`src/ssd_pkg.sv`:
```
`default_nettype none

package ssd_pkg;

  localparam int FIELD_W = 32;
  localparam int WIDTH_DEFAULT = 32;
  localparam int WIDE_W = 64;

  typedef enum logic [1:0] {
    ST_IDLE = 2'b01,
    ST_BUSY = 2'b10
  } state_t;

  typedef struct packed {
    logic load;
    logic step;
    logic finish;
  } cmd_t;

  typedef struct packed {
    logic den_zero;
  } status_t;

endpackage

`default_nettype wire

```
`src/ssd_if.sv`:
```
`default_nettype none

interface ssd_in_if;
  logic                        valid;
  logic                        ready;
  logic [ssd_pkg::FIELD_W-1:0] dividend;
  logic [ssd_pkg::FIELD_W-1:0] divisor;

  modport source (output valid, dividend, divisor, input ready);
  modport sink (input valid, dividend, divisor, output ready);
endinterface

interface ssd_out_if;
  logic                        valid;
  logic                        ready;
  logic [ssd_pkg::FIELD_W-1:0] quotient;
  logic [ssd_pkg::FIELD_W-1:0] remainder;
  logic                        divide_by_zero;

  modport source (output valid, quotient, remainder, divide_by_zero, input ready);
  modport sink (input valid, quotient, remainder, divide_by_zero, output ready);
endinterface

`default_nettype wire

```
`src/shift_subtract_divider_top.sv`:
```
`default_nettype none

// Channel   Role   Handshake        Payload
// request   sink   valid / ready    dividend, divisor
// result    source valid / ready    quotient, remainder, divide_by_zero
//
// A nonzero divisor takes a transfer and then WIDTH steps of the single
// shift-subtract unit, one quotient bit per step.
// A zero divisor takes no steps; it finishes from the busy state.
// Reset is synchronous and clears the controller and the result valid flag.
// The result sits in an output register; a new request transfer is taken while
// it waits, and the last step, or a zero-divisor finish, stalls until it is free.

module shift_subtract_divider_top #(
  parameter int WIDTH = ssd_pkg::WIDTH_DEFAULT
) (
  input wire logic clk,
  input wire logic rst,
  ssd_in_if.sink   request,
  ssd_out_if.source result
);

  ssd_pkg::cmd_t    cmd;
  ssd_pkg::status_t status;

  ssd_ctrl #(
    .WIDTH (WIDTH)
  ) u_ctrl (
    .clk       (clk),
    .rst       (rst),
    .in_valid  (request.valid),
    .in_ready  (request.ready),
    .out_valid (result.valid),
    .out_ready (result.ready),
    .status    (status),
    .cmd       (cmd)
  );

  ssd_datapath #(
    .WIDTH (WIDTH)
  ) u_datapath (
    .clk            (clk),
    .cmd            (cmd),
    .dividend       (request.dividend),
    .divisor        (request.divisor),
    .status         (status),
    .quotient       (result.quotient),
    .remainder      (result.remainder),
    .divide_by_zero (result.divide_by_zero)
  );

  a_busy_after_transfer : assert property (
    @(posedge clk) disable iff (rst)
    (request.valid && request.ready) |=> !request.ready
  ) else $error("request ready while a division is in progress");

  a_zero_quotient : assert property (
    @(posedge clk) disable iff (rst)
    (result.valid && result.divide_by_zero) |-> (result.quotient == '0)
  ) else $error("nonzero quotient on a zero divisor");

  a_result_from_busy : assert property (
    @(posedge clk) disable iff (rst)
    $rose(result.valid) |-> $past(!request.ready)
  ) else $error("result appeared without a division in progress");

  a_step_needs_work : assert property (
    @(posedge clk) disable iff (rst)
    (cmd.step || cmd.finish) |-> !request.ready
  ) else $error("datapath command while idle");

endmodule

`default_nettype wire

```
`src/ssd_ctrl.sv`:
```
`default_nettype none

module ssd_ctrl #(
  parameter int WIDTH = ssd_pkg::WIDTH_DEFAULT
) (
  input  wire logic             clk,
  input  wire logic             rst,
  input  wire logic             in_valid,
  output logic                  in_ready,
  output logic                  out_valid,
  input  wire logic             out_ready,
  input  wire ssd_pkg::status_t status,
  output ssd_pkg::cmd_t         cmd
);

  localparam int CNT_W = $clog2(WIDTH);
  localparam logic [CNT_W-1:0] LAST = CNT_W'(WIDTH - 1);

  ssd_pkg::state_t  state, state_next;
  logic [CNT_W-1:0] count, count_next;
  logic             out_valid_next;
  logic             slot_free;

  assign slot_free = !out_valid || out_ready;
  assign in_ready  = (state == ssd_pkg::ST_IDLE);

  always_comb begin
    state_next = state;
    count_next = count;
    cmd        = '0;
    cmd.load   = in_valid && in_ready;
    unique case (state)
      ssd_pkg::ST_IDLE: begin
        if (in_valid) begin
          state_next = ssd_pkg::ST_BUSY;
          count_next = '0;
        end
      end
      ssd_pkg::ST_BUSY: begin
        if (status.den_zero) begin
          if (slot_free) begin
            cmd.finish = 1'b1;
            state_next = ssd_pkg::ST_IDLE;
          end
        end else if (count == LAST) begin
          if (slot_free) begin
            cmd.step   = 1'b1;
            cmd.finish = 1'b1;
            state_next = ssd_pkg::ST_IDLE;
          end
        end else begin
          cmd.step   = 1'b1;
          count_next = count + 1'b1;
        end
      end
      default: begin
        state_next = ssd_pkg::ST_IDLE;
      end
    endcase
    if (cmd.finish) begin
      out_valid_next = 1'b1;
    end else if (out_ready) begin
      out_valid_next = 1'b0;
    end else begin
      out_valid_next = out_valid;
    end
  end

  always_ff @(posedge clk) begin
    if (rst) begin
      state     <= ssd_pkg::ST_IDLE;
      count     <= '0;
      out_valid <= 1'b0;
    end else begin
      state     <= state_next;
      count     <= count_next;
      out_valid <= out_valid_next;
    end
  end

endmodule

`default_nettype wire

```
`src/ssd_datapath.sv`:
```
`default_nettype none

module ssd_datapath #(
  parameter int WIDTH = ssd_pkg::WIDTH_DEFAULT
) (
  input  wire logic                        clk,
  input  wire ssd_pkg::cmd_t               cmd,
  input  wire logic [ssd_pkg::FIELD_W-1:0] dividend,
  input  wire logic [ssd_pkg::FIELD_W-1:0] divisor,
  output ssd_pkg::status_t                 status,
  output logic [ssd_pkg::FIELD_W-1:0]      quotient,
  output logic [ssd_pkg::FIELD_W-1:0]      remainder,
  output logic                             divide_by_zero
);

  logic [ssd_pkg::WIDE_W-1:0] dividend_wide, divisor_wide;
  logic [ssd_pkg::WIDE_W-1:0] quo_wide, rem_wide, num_wide;
  logic [WIDTH-1:0] num_in, den_in;
  logic [WIDTH-1:0] rem, quo, den;
  logic [WIDTH-1:0] rem_next, quo_next;
  logic [WIDTH-1:0] rem_final, quo_final;
  logic [WIDTH:0]   shifted, diff;
  logic             ge;
  logic             den_zero;

  assign dividend_wide = ssd_pkg::WIDE_W'(dividend);
  assign divisor_wide  = ssd_pkg::WIDE_W'(divisor);
  assign num_in        = dividend_wide[WIDTH-1:0];
  assign den_in        = divisor_wide[WIDTH-1:0];

  // The quotient register starts out holding the dividend; its top bit
  // moves into the partial remainder while quotient bits enter at the bottom.
  assign shifted  = {rem, quo[WIDTH-1]};
  assign diff     = shifted - {1'b0, den};
  assign ge       = (shifted >= {1'b0, den});
  assign rem_next = ge ? diff[WIDTH-1:0] : shifted[WIDTH-1:0];
  assign quo_next = {quo[WIDTH-2:0], ge};

  assign rem_final = cmd.step ? rem_next : rem;
  assign quo_final = cmd.step ? quo_next : quo;

  assign quo_wide = ssd_pkg::WIDE_W'(quo_final);
  assign rem_wide = ssd_pkg::WIDE_W'(rem_final);
  assign num_wide = ssd_pkg::WIDE_W'(quo);

  assign status.den_zero = den_zero;

  always_ff @(posedge clk) begin
    if (cmd.load) begin
      rem      <= '0;
      quo      <= num_in;
      den      <= den_in;
      den_zero <= (den_in == '0);
    end else if (cmd.step) begin
      rem <= rem_next;
      quo <= quo_next;
    end
    if (cmd.finish) begin
      divide_by_zero <= den_zero;
      if (den_zero) begin
        quotient  <= '0;
        remainder <= num_wide[ssd_pkg::FIELD_W-1:0];
      end else begin
        quotient  <= quo_wide[ssd_pkg::FIELD_W-1:0];
        remainder <= rem_wide[ssd_pkg::FIELD_W-1:0];
      end
    end
  end

endmodule

`default_nettype wire

```
`src/flat_wrapper.sv`:
```
// flat-port wrapper written by rule: the top's interface ports become plain ports
module shift_subtract_divider_top_flat 
#(
  parameter int WIDTH = ssd_pkg::WIDTH_DEFAULT
)
  (clk, rst, request_valid, request_dividend, request_divisor, request_ready, result_valid, result_quotient, result_remainder, result_divide_by_zero, result_ready);
  ssd_in_if request_i ();
  ssd_out_if result_i ();
  input wire logic clk;
  input wire logic rst;
  input wire logic [$bits(request_i.valid)-1:0] request_valid;
  input wire logic [$bits(request_i.dividend)-1:0] request_dividend;
  input wire logic [$bits(request_i.divisor)-1:0] request_divisor;
  output wire logic [$bits(request_i.ready)-1:0] request_ready;
  output wire logic [$bits(result_i.valid)-1:0] result_valid;
  output wire logic [$bits(result_i.quotient)-1:0] result_quotient;
  output wire logic [$bits(result_i.remainder)-1:0] result_remainder;
  output wire logic [$bits(result_i.divide_by_zero)-1:0] result_divide_by_zero;
  input wire logic [$bits(result_i.ready)-1:0] result_ready;
  assign request_i.valid = request_valid;
  assign request_i.dividend = request_dividend;
  assign request_i.divisor = request_divisor;
  assign request_ready = request_i.ready;
  assign result_valid = result_i.valid;
  assign result_quotient = result_i.quotient;
  assign result_remainder = result_i.remainder;
  assign result_divide_by_zero = result_i.divide_by_zero;
  assign result_i.ready = result_ready;
  shift_subtract_divider_top #(.WIDTH(WIDTH)) u_core (.clk(clk), .rst(rst), .request(request_i), .result(result_i));
endmodule
```
`config.mk`:
```
export PLATFORM = sky130hd
export DESIGN_NAME = shift_subtract_divider_top_flat
export DESIGN_NICKNAME = d
export VERILOG_FILES = /design/src/ssd_pkg.sv /design/src/ssd_if.sv /design/src/shift_subtract_divider_top.sv /design/src/ssd_ctrl.sv /design/src/ssd_datapath.sv /design/src/flat_wrapper.sv
export SDC_FILE = /design/constraint.sdc
export NUM_CORES = 1
export LEC_CHECK = 0
export ABC_AREA = 1
export BUFFER_PORTS_ARGS = -buffer_cell sky130_fd_sc_hd__buf_2
export CORE_ASPECT_RATIO = 1.5
export CORE_MARGIN = 4
export CORE_UTILIZATION = 58
export DETAILED_ROUTE_END_ITERATION = 12
export PLACE_DENSITY = 0.81
export SLEW_MARGIN = 20
export SYNTH_ARGS = -nofsm -noshare
export SYNTH_HDL_FRONTEND = slang
export SYNTH_HIERARCHICAL = 1
export SYNTH_SLANG_ARGS = --single-unit
```
`constraint.sdc`:
```
create_clock -name clk -period 3.27 [get_ports clk]
set_input_delay 0.327 -clock clk [delete_from_list [all_inputs] [get_ports clk]]
set_output_delay 0.327 -clock clk [all_outputs]
set_load 0.02 [all_outputs]
```
==> flow_summary.json <==
{
  "port_buffers": 134,
  "area_growth_syn_to_layout_pct": 15.4,
  "hold_viol_final": 0,
  "timing.hold.ws_ns": 0.0901,
  "fillCellCount": 1370,
  "routed_via_density": 5.38,
  "slew_viol_final": 0,
  "cts-hold-fix-buffers": 0,
  "drc_errors": 0,
  "postCtsSetupBuffers": 0,
  "finalSetupViolCount": 0,
  "cts_root_buf": "clkbuf_16",
  "critical_path.max_fanout": 33,
  "rsz0062_at_grt": "false",
  "yosys_most_used_dff": "edfxtp_1",
  "critPathLaunch": "u_core/u_datapath/den[28]",
  "antenna_found_initial": 0,
  "io_pins": 135,
  "worstPathRequired_ns": 3.45,
  "synth_edf_count": 98,
  "dieHeight_um": 165,
  "postLayoutCoreUtil_pct": 68.2,
  "syn_inst": 1268,
  "ctsResizeCount": 0,
  "syn_area_per_cell_sq_um": 7.54,
  "cts_buffers": 17,
  "die_width_um": 113,
  "grt_usage_pct": 28.5,
  "gp_congestion": 0.984,
  "p_total_uw": 4960,
  "core-area_sq_um": 16200,
  "initial_core_util_pct": 59.1,
  "syn-num-nets": 1371,
  "cts_num_sinks": 170,
  "nets": 1495,
  "ant_nets": 0,
  "cts_tree": "yes",
  "setup_tns_ns": 0,
  "r2r_slack_ns": 0.47,
  "yosysTopAreaCell": "edfxtp_1",
  "drt-initial-drc-count": 777,
  "slew_headroom_pct": 37.4,
  "grt_max_degree": 87,
  "synth_area_leaders": "edfxtp_1 (31%), nand2_1 (18%), dfxtp_1 (15%)",
  "clk_path_buf_depth": 2,
  "critPathArrivalTime_ns": 2.97,
  "start_kind": "register",
  "p_per_area_nw_per_um2": 449,
  "synth_top_area_share_pct": 30.8,
  "diodes": 0,
  "grt_pass1_vias": 8335,
  "avgRoutedWirePerCell_um": 16.4,
  "drive_gt1_share_pct": 15.7,
  "synth.distinct_cells": 38,
  "syn-cell-area_sq_um": 9570,
  "synth_seq_cells": 170,
  "outcome": "complete, no violations",
  "dp_hpwl_um": 20100,
  "worstSetupPathType": "reg -> reg",
  "ir_worst_vdd_v": 0.000384,
  "clk_pin_slew_ns": 0.07,
  "vias": 8666,
  "fin_area_sq_um": 11000,
  "final_common_cell": "nand2_1",
  "r2r-start": "u_core/u_datapath/den[28]",
  "async_flop_share_pct": 0,
  "place_area_sq_um": 10500,
  "grt_pass1_wl_um": 41800,
  "ys_seq_area_share_pct": 45.8,
  "h-tree-depth": 4,
  "insertion_delay_ns": 0.43,
  "firstDrtPassIters": 6,
  "hp-class": "in -> reg",
  "skew_ns": 0.0124,
  "fmax_ghz": 0.357,
  "end_kind": "register",
  "drt_wl_total_um": 26400,
  "p_leak_uw": 0.00551,
  "die_area_sq_um": 18700,
  "ys_warn_count": 6,
  "worst_pin_slew_ns": 0.938,
  "grt_overflow": 0,
  "mostFrequentLayoutCells": "nand2_1 (456), inv_1 (188), buf_2 (134), edfxtp_1 (98), nor2_1 (96)",
  "layout_worst_path_cycle_share_pct": 85.5,
  "rows": 57,
  "drv_cap": 0,
  "hold_start": "request_divisor[22]",
  "finalCriticalPeriod_ns": 2.80
}
## flip-flops by register name (all words and copies together) (netlist names)
| name | flops |
|---|---|
| u_core/u_datapath/rem | 32 |
| u_core/u_datapath/quo | 32 |
| u_core/u_datapath/status | 1 |
| u_core/u_datapath/divide_by_zero | 1 |
| u_core/u_ctrl/out_valid | 1 |
| u_core/u_datapath/remainder | 32 |
| u_core/u_datapath/den | 32 |
| u_core/u_datapath/quotient | 32 |
| u_core/u_ctrl/count | 5 |
| u_core/u_ctrl/state | 2 |
## through the flow
stage	worst slack, ns	std cells
after floorplan	0.299	1268
after detailed placement	0.553	1579
final	0.473	1611
after CTS	0.525	1611
after global placement	0.599	1579
after global routing	0.250	1611
## final cells by class
type / instances / area [sq um] / area share, %
flip-flops and latches: 170 / 4380 / 39.7
multi-input cells: 861 / 4290 / 38.9
repair buffers: 145 / 791 / 7.16
inverters: 197 / 739 / 6.70
clock buffers: 18 / 429 / 3.89
well taps: 206 / 258 / 2.33
clock inverters: 14 / 148 / 1.34
## worst max-delay path, stage by stage, from the launching register on
cell	delay (ns)
edfxtp_1	0.37
inv_1	0.08
ha_1	0.29
nand2_1	0.16
inv_1	0.05
nand2_1	0.06
nand2_1	0.09
a21oi_1	0.19
nand2_1	0.08
nor2_2	0.16
buf_4	0.36
nand2_1	0.21
nand2_1	0.13
nor2_1	0.06
o21ai_0	0.19
nand2_1	0.07
## cells in the mapped netlist (all sizes together) (2+ instances only)
cell,instances
edfxtp,98
ha,34
nand2,477
a21oi,28
nor2,106
o21ai,38
nand3,52
xor2,14
buf,17
nand3b,5
a31oi,9
nand4,46
nor3,5
clkbuf,23
nor4,9
inv,196
xnor2,2
and2,2
dfxtp,72
mux2i,29
## report_power, final
part           total (uW)  leakage (uW)  internal [uW]  switching, uW
Combinational         516       0.00373            175            342
Sequential           2470       0.00151           2390           74.9
Clock                1980      0.000270           1020            955
Total                4960       0.00551           3580           1370
## worst paths after layout
check / depth (start not counted) / endpoint
worst max register to register: 15 / u_core/u_datapath/remainder[26]
worst min-delay path: 1 / u_core/u_datapath/den[22]
worst min register to register: 2 / u_core/u_ctrl/count[4]
worst max-delay path: 15 / u_core/u_datapath/remainder[26]
## kinds of logic after synthesis
group	Yosys count	share of synthesized area (%)
AND/OR/NAND/NOR	703	31.0
buffers and inverters	237	9.57
flip-flops	170	45.8
AO/OA/AOI/OAI	78	4.42
adder cells (fa/ha/maj)	35	4.66
multiplexers	29	3.03
XOR/XNOR	16	1.46
## per-layer routing
metal | global-route usage (%) | share of wire (%)
met5 | 0 | 0
met4 | 10.3 | 2.7
met3 | 5.36 | 7.5
met2 | 50.5 | 52
met1 | 34.5 | 38
Power figures use the tool's default switching activity.
